==> config.mk <==
export PLATFORM = sky130hd
export DESIGN_NAME = selectable_string_hash_unit
export DESIGN_NICKNAME = d
export VERILOG_FILES = /design/src/design/shu_pkg.sv /design/src/design/shu_step.sv /design/src/design/selectable_string_hash_unit.sv
export SDC_FILE = /design/constraint.sdc
export NUM_CORES = 2
export LEC_CHECK = 0
export BUFFER_PORTS_ARGS = -buffer_cell sky130_fd_sc_hd__buf_2
export CAP_MARGIN = 0
export CORE_MARGIN = 4
export CORE_UTILIZATION = 35
export DETAILED_ROUTE_END_ITERATION = 10
export PLACE_DENSITY = 0.53
export SETUP_SLACK_MARGIN = 0.4
export SLEW_MARGIN = 25
export SYNTH_ARGS = -nofsm -noshare
export SYNTH_HDL_FRONTEND = slang
export SYNTH_HIERARCHICAL = 1
export SYNTH_SLANG_ARGS = --single-unit
==> constraint.sdc <==
create_clock -name clk -period 46 [get_ports clk]
set_input_delay 6.9 -clock clk [delete_from_list [all_inputs] [get_ports clk]]
set_output_delay 6.9 -clock clk [all_outputs]
set_load 0.01 [all_outputs]
==> src/design/shu_pkg.sv <==
// Shared types and constants for the selectable string hash unit.
// No dependencies; used by shu_step, selectable_string_hash_unit and shu_checker.
package shu_pkg;

    localparam int unsigned HASH_W = 32;
    localparam int unsigned SEL_W  = 4;
    localparam int unsigned LEN_W  = 16;

    // Scheme codes held in the selector register
    localparam logic [SEL_W-1:0] ALG_RS   = 4'd0;
    localparam logic [SEL_W-1:0] ALG_JS   = 4'd1;
    localparam logic [SEL_W-1:0] ALG_PJW  = 4'd2;
    localparam logic [SEL_W-1:0] ALG_ELF  = 4'd3;
    localparam logic [SEL_W-1:0] ALG_BKDR = 4'd4;
    localparam logic [SEL_W-1:0] ALG_SDB  = 4'd5;
    localparam logic [SEL_W-1:0] ALG_DJB  = 4'd6;
    localparam logic [SEL_W-1:0] ALG_DEK  = 4'd7;
    localparam logic [SEL_W-1:0] ALG_BP   = 4'd8;
    localparam logic [SEL_W-1:0] ALG_FNV  = 4'd9;
    localparam logic [SEL_W-1:0] ALG_AP   = 4'd10;

    localparam logic [HASH_W-1:0] RS_MULT_INIT = 32'd63689;
    localparam logic [HASH_W-1:0] RS_MULT_STEP = 32'd378551;
    localparam logic [HASH_W-1:0] JS_INIT      = 32'd1315423911;
    localparam logic [HASH_W-1:0] DJB_INIT     = 32'd5381;
    localparam logic [HASH_W-1:0] FNV_INIT     = 32'h811C_9DC5;
    localparam logic [HASH_W-1:0] FNV_PRIME    = 32'h0100_0193;
    localparam logic [HASH_W-1:0] AP_INIT      = 32'hAAAA_AAAA;
    localparam logic [HASH_W-1:0] BKDR_MULT    = 32'd131;
    localparam logic [HASH_W-1:0] TOP_NIBBLE   = 32'hF000_0000;

    typedef struct packed {
        logic [7:0]       char_byte;
        logic             first_byte;
        logic             last_byte;
        logic             empty_string;
        logic [LEN_W-1:0] string_length;
    } item_t;

    typedef struct packed {
        logic [HASH_W-1:0] hash;
        logic [HASH_W-1:0] rs_mult;
        logic              pos_odd;
        logic              emit;
    } step_t;

endpackage

==> src/design/shu_step.sv <==
// One absorb step of the selected hash scheme, purely combinational.
// Depends on shu_pkg.
module shu_step #(
    parameter int LENGTH_BITS = 16
) (
    input  logic [shu_pkg::SEL_W-1:0]  sel,
    input  shu_pkg::item_t             item,
    input  logic [shu_pkg::HASH_W-1:0] hash,
    input  logic [shu_pkg::HASH_W-1:0] rs_mult,
    input  logic                       pos_odd,
    output shu_pkg::step_t             step
);

    localparam logic [shu_pkg::HASH_W-1:0] LEN_MASK =
        32'((33'd1 << LENGTH_BITS) - 33'd1);

    logic [shu_pkg::HASH_W-1:0] seed;
    logic [shu_pkg::HASH_W-1:0] init_val;
    logic [shu_pkg::HASH_W-1:0] h0;
    logic [shu_pkg::HASH_W-1:0] m0;
    logic                       p0;
    logic [shu_pkg::HASH_W-1:0] c;
    logic [shu_pkg::HASH_W-1:0] mul_a;
    logic [shu_pkg::HASH_W-1:0] mul_b;
    logic [shu_pkg::HASH_W-1:0] prod;
    logic [shu_pkg::HASH_W-1:0] pjw_t;
    logic [shu_pkg::HASH_W-1:0] pjw_x;
    logic [shu_pkg::HASH_W-1:0] h1;
    logic [shu_pkg::HASH_W-1:0] m1;

    assign seed = 32'(item.string_length) & LEN_MASK;

    always_comb
    begin
        case (sel)
            shu_pkg::ALG_JS:  init_val = shu_pkg::JS_INIT;
            shu_pkg::ALG_DJB: init_val = shu_pkg::DJB_INIT;
            shu_pkg::ALG_DEK: init_val = seed;
            shu_pkg::ALG_FNV: init_val = shu_pkg::FNV_INIT;
            shu_pkg::ALG_AP:  init_val = shu_pkg::AP_INIT;
            default:          init_val = '0;
        endcase
    end

    assign h0 = item.first_byte ? init_val : hash;
    assign m0 = item.first_byte ? shu_pkg::RS_MULT_INIT : rs_mult;
    assign p0 = item.first_byte ? 1'b0 : pos_odd;
    assign c  = {{24{item.char_byte[7]}}, item.char_byte};

    // one general multiplier shared by RS (h * mult) and AP (c * (h >> 3))
    assign mul_a = (sel == shu_pkg::ALG_AP) ? c : h0;
    assign mul_b = (sel == shu_pkg::ALG_AP) ? (h0 >> 3) : m0;
    assign prod  = mul_a * mul_b;

    // when the top nibble is clear this reduces to pjw_t itself
    assign pjw_t = (h0 << 4) + c;
    assign pjw_x = pjw_t & shu_pkg::TOP_NIBBLE;

    always_comb
    begin
        m1 = m0;
        case (sel)
            shu_pkg::ALG_RS:
            begin
                h1 = prod + c;
                m1 = m0 * shu_pkg::RS_MULT_STEP;
            end
            shu_pkg::ALG_JS:   h1 = h0 ^ ((h0 << 5) + c + (h0 >> 2));
            shu_pkg::ALG_PJW,
            shu_pkg::ALG_ELF:  h1 = (pjw_t ^ (pjw_x >> 24)) & ~pjw_x;
            shu_pkg::ALG_BKDR: h1 = (h0 * shu_pkg::BKDR_MULT) + c;
            shu_pkg::ALG_SDB:  h1 = c + (h0 << 6) + (h0 << 16) - h0;
            shu_pkg::ALG_DJB:  h1 = (h0 << 5) + h0 + c;
            shu_pkg::ALG_DEK:  h1 = ((h0 << 5) ^ (h0 >> 27)) ^ c;
            shu_pkg::ALG_BP:   h1 = (h0 << 7) ^ c;
            shu_pkg::ALG_FNV:  h1 = (h0 * shu_pkg::FNV_PRIME) ^ c;
            shu_pkg::ALG_AP:
            begin
                if (!p0)
                    h1 = h0 ^ ((h0 << 7) ^ prod);
                else
                    h1 = h0 ^ ~((h0 << 11) + (c ^ (h0 >> 5)));
            end
            default:           h1 = h0;
        endcase
    end

    always_comb
    begin
        if (item.empty_string)
        begin
            step.hash    = init_val;
            step.rs_mult = shu_pkg::RS_MULT_INIT;
            step.pos_odd = 1'b0;
            step.emit    = 1'b1;
        end
        else
        begin
            step.hash    = h1;
            step.rs_mult = m1;
            step.pos_odd = ~p0;
            step.emit    = item.last_byte;
        end
    end

endmodule

==> src/design/selectable_string_hash_unit.sv <==
// Top level of the selectable string hash unit: input register, state, result register.
// Depends on shu_pkg and shu_step.
//
// Usage:
//   Input channel (in_valid / in_stall) carries one string byte per item with
//   first_byte, last_byte, empty_string and string_length. Output channel
//   (out_valid / out_stall) carries hash_value, one item per string, issued
//   for an item marked last or empty.
//   Configuration channel (cfg_valid / cfg_ready / cfg_data) writes the
//   scheme selector; cfg_ready is always high. Write it only while idle.
//   A result is computed from the item in the input register and held in the
//   output register. Throughput: one item per cycle while in_stall is low, set
//   by the update of the running hash, rs multiplier and parity registers.
//   A result waiting in the output register does not block input; in_stall
//   rises only when the item in the input register must emit a result while
//   the output register is full and stalled.
//   Reset clears the pipeline, sets the selector to RS and returns the
//   running state to its reset values (hash 0, RS multiplier 63689).
module selectable_string_hash_unit #(
    parameter int LENGTH_BITS = 16
) (
    input  logic                        clk,
    input  logic                        rst_n,
    input  logic                        cfg_valid,
    output logic                        cfg_ready,
    input  logic [shu_pkg::SEL_W-1:0]   cfg_data,
    input  logic                        in_valid,
    output logic                        in_stall,
    input  logic [7:0]                  char_byte,
    input  logic                        first_byte,
    input  logic                        last_byte,
    input  logic                        empty_string,
    input  logic [shu_pkg::LEN_W-1:0]   string_length,
    output logic                        out_valid,
    input  logic                        out_stall,
    output logic [shu_pkg::HASH_W-1:0]  hash_value
);

    logic [shu_pkg::SEL_W-1:0]  sel_reg;
    logic                       in_valid_reg;
    logic                       in_valid_next;
    shu_pkg::item_t             item_reg;
    logic [shu_pkg::HASH_W-1:0] hash_reg;
    logic [shu_pkg::HASH_W-1:0] rs_mult_reg;
    logic                       pos_odd_reg;
    logic                       out_valid_reg;
    logic                       out_valid_next;
    logic [shu_pkg::HASH_W-1:0] out_hash_reg;
    shu_pkg::step_t             step;
    logic                       advance;
    logic                       accept;

    shu_step #(
        .LENGTH_BITS (LENGTH_BITS)
    ) u_step (
        .sel     (sel_reg),
        .item    (item_reg),
        .hash    (hash_reg),
        .rs_mult (rs_mult_reg),
        .pos_odd (pos_odd_reg),
        .step    (step)
    );

    assign cfg_ready = 1'b1;

    // item in the input register moves on unless its result has nowhere to go
    assign advance  = in_valid_reg && !(step.emit && out_valid_reg && out_stall);
    assign in_stall = in_valid_reg && !advance;
    assign accept   = in_valid && !in_stall;

    assign in_valid_next  = accept || (in_valid_reg && !advance);
    assign out_valid_next = (advance && step.emit) || (out_valid_reg && out_stall);

    always_ff @(posedge clk or negedge rst_n)
    begin
        if (!rst_n)
        begin
            sel_reg       <= shu_pkg::ALG_RS;
            in_valid_reg  <= 1'b0;
            hash_reg      <= '0;
            rs_mult_reg   <= shu_pkg::RS_MULT_INIT;
            pos_odd_reg   <= 1'b0;
            out_valid_reg <= 1'b0;
        end
        else
        begin
            if (cfg_valid && cfg_ready)
                sel_reg <= cfg_data;
            in_valid_reg  <= in_valid_next;
            out_valid_reg <= out_valid_next;
            if (advance)
            begin
                hash_reg    <= step.hash;
                rs_mult_reg <= step.rs_mult;
                pos_odd_reg <= step.pos_odd;
            end
        end
    end

    always_ff @(posedge clk)
    begin
        if (accept)
        begin
            item_reg.char_byte     <= char_byte;
            item_reg.first_byte    <= first_byte;
            item_reg.last_byte     <= last_byte;
            item_reg.empty_string  <= empty_string;
            item_reg.string_length <= string_length;
        end
        if (advance && step.emit)
            out_hash_reg <= step.hash;
    end

    assign out_valid  = out_valid_reg;
    assign hash_value = out_hash_reg;

endmodule

==> flow_metrics.env <==
export IMPL_synth_most_common_cell="inv_1"
export IMPL_synth_seq_cells=130
export IMPL_synth_edff_count=59
export IMPL_yosysUniqueCellTypes=99
export IMPL_pre_cts_ws_ns=30.94
export IMPL_io_buffer_count=69
export IMPL_syn_area_per_cell_um2=8.59
export IMPL_ys_async_sr_fraction_pct=54.6
export IMPL_dieArea_um2=162000
export IMPL_hold_path_class="flop to flop"
export IMPL_worst_setup_path_start_kind="input port"
export IMPL_gr_total_overflow=0
export IMPL_drt_first_pass_iters=6
export IMPL_path_max_fanout=68
export IMPL_synth_largest_area_cell="fa_1"
export IMPL_cts_tree="yes"
export IMPL_ctsResizeCount=0
export IMPL_synthCells=6357
export IMPL_drt_initial_drc_count=4093
export IMPL_insertion_delay_ns=0.45
export IMPL_drc_errors=0
export IMPL_place_congestion=1.02
export IMPL_path_class="input port to output pin"
export IMPL_syn_nets=7970
export IMPL_dieHeight_um=403
export IMPL_grt_pass1_vias=47755
export IMPL_critPathCapture="in_stall"
export IMPL_via_per_inst=5.56
export IMPL_worstPathRequired_ns=39.10
export IMPL_crit_slowest_cell="buf_4"
export IMPL_synth_top_cell_area_share_pct=30.5
export IMPL_crit_start="out_stall"
export IMPL_syn_area_um2=54600
export IMPL_antenna_found_initial=4
export IMPL_tns_ns=0
export IMPL_cts_sinks=130
export IMPL_ios=71
export IMPL_maxCapViolations=0
export IMPL_slew_headroom_pct=18.9
export IMPL_cp_end_kind="output pin"
export IMPL_finalCritPeriodShare_pct=32.8
export IMPL_cp_arrival_ns=8.18
export IMPL_drive_gt1_share_pct=6.94
export IMPL_r2r_slack_ns=32.91
export IMPL_clkTransAtPathRegs_ns=0.06
export IMPL_finalNetCount=8011
export IMPL_final_max_slew_violation_count=0
export IMPL_hpwlAfterDp_um=171000
export IMPL_fmax_mhz=66.3
export IMPL_yosys_top_cells_area="fa_1 (30%), ha_1 (17%), inv_1 (8.0%)"
export IMPL_finalSetupViolations=0
export IMPL_area_delta_synth_final_pct=7.50
export IMPL_setup_ws_ns=30.92
export IMPL_r2r_start="sel_reg[0]$_DFFE_PN0P_"
export IMPL_grt_pass1_wl_um=319000
export IMPL_final_min_clock_period_ns=15.08
export IMPL_hold_buffers=0
export IMPL_antenna_left=0
export IMPL_r2r_end="hash_reg[26]$_DFFE_PN0P_"
export IMPL_finalClockSkew_ns=0.0165
export IMPL_vias=47015
export IMPL_core_um2=155000
export IMPL_die_w_um=403
export IMPL_synth_common_cells="inv_1 (1162), fa_1 (832), ha_1 (745)"
export IMPL_yosysSeqAreaShare_pct=6.52
export IMPL_finalHoldViolCount=0
export IMPL_ys_warn_count=6
export IMPL_wl_per_cell_um=25.7
export IMPL_htreeDepth=4
export IMPL_crit_chain="buf_2, buf_4, nand2_1, nor2_1, buf_2"
export IMPL_cpMostUsedCell="buf_2"
export IMPL_grt_max_degree=93
export IMPL_ff2ff_path_depth=36
export IMPL_row_count=144
export IMPL_worstMarginPinSlew_ns=1.21
export IMPL_status="complete, no violations"
export IMPL_initial_core_util_pct=35.3
export IMPL_fillerInstances=15982
export IMPL_rsz0062_at_grt="no"
export IMPL_post_cts_setup_buffers=0
export IMPL_numCtsBuffers=17
export IMPL_grt_use_total_pct=26.5
export IMPL_clockRootBuffer="clkbuf_16"
export IMPL_routed_wl_um=217000
export IMPL_cp_slowest_stage_delay_ns=0.65
export IMPL_synth_main_ff_cell="dfrtp_1"
export IMPL_cts_buffer_depth=2
-- placed cells by master (no fill, tap or decap), types with 21 or more instances in the layout --
master,n
nand2_1,556
o31ai_1,21
dfrtp_1,60
nand3_1,36
and3_1,31
ha_1,745
a211oi_1,48
buf_4,177
o21bai_1,36
a21oi_1,329
xnor2_1,325
inv_1,1161
o211ai_2,50
nor3_1,62
and2_1,26
buf_2,68
o21a_1,53
o221ai_1,28
nand2b_1,116
nand4_1,75
a21o_1,137
xor2_1,76
o21ai_0,205
nor2b_1,69
o211ai_1,35
fa_1,832
a31oi_1,27
nor2_1,482
edfxtp_1,59
o22ai_1,26
a221oi_1,41
o21ai_1,31
-- how the worst min path moves through the flow --
stage / slack (ns) / cells past startpoint / from / endpoint
after detailed placement: 0.50 / 2 / hash_reg[24]$_DFFE_PN0P_ / hash_reg[24]$_DFFE_PN0P_
after global routing: 0.54 / 2 / hash_reg[18]$_DFFE_PN0P_ / hash_reg[18]$_DFFE_PN0P_
after global placement: 0.49 / 2 / rs_mult_reg[18]$_DFFE_PN0P_ / rs_mult_reg[18]$_DFFE_PN0P_
after floorplan: 0.45 / 1 / sel_reg[1]$_DFFE_PN0P_ / sel_reg[1]$_DFFE_PN0P_
final: 0.52 / 2 / hash_reg[24]$_DFFE_PN0P_ / hash_reg[24]$_DFFE_PN0P_
after CTS: 0.52 / 2 / hash_reg[24]$_DFFE_PN0P_ / hash_reg[24]$_DFFE_PN0P_
-- layout make-up --
class	instances	area (um^2)	share of cell area, %
repair buffers	246	1700	2.89
well taps	2044	2560	4.36
flip-flops and latches	130	3560	6.07
clock inverters	13	138	0.234
clock buffers	19	464	0.791
inverters	1179	4430	7.54
diodes	1	2.50	0.00426
multi-input cells	4824	45900	78.1
-- per-stage QoR --
| stage | area, um^2 | std cells | util (%) | hold slack [ns] |
|---|---|---|---|---|
| floorplan | 54600 | 6357 | - | 0.452 |
| global placement | 58100 | 8422 | 37.6 | 0.490 |
| detailed placement | 58100 | 8422 | 37.6 | 0.501 |
| CTS | 58700 | 8454 | 37.9 | 0.518 |
| global route | 58700 | 8455 | 38.0 | 0.536 |
| finish | 58700 | 8456 | 38.0 | 0.516 |
-- worst max-delay path: cells and delay by family --
kind                   cells  cell delay [ns]
and+or+nand+nor            2             0.38
buffers and inverters      3             0.87
-- cell families (layout without fill, tap and decap cells) --
kind of cell	Yosys count	in the layout	share of synthesized area, %
flip-flops	130	130	6.52
AND/OR/NAND/NOR	1541	1541	12.8
buffers and inverters	1403	1457	9.89
multiplexers	28	28	0.550
XOR/XNOR	414	414	6.97
other	1	2	0.00687
adder cells (fa/ha/maj)	1577	1577	47.6
AO/OA/AOI/OAI	1263	1263	15.7
-- metal layers --
metal,global-route usage (%),wire (um),up-vias
met1,35.3,89700,23550
met2,42.4,97000,2098
li1,-,-,20922
met3,4.28,18600,445
met4,11.5,11700,0
met5,0,0,-
Power is not shown: default switching activity piles up to over one toggle a cycle in this logic, so the estimate is an artifact.
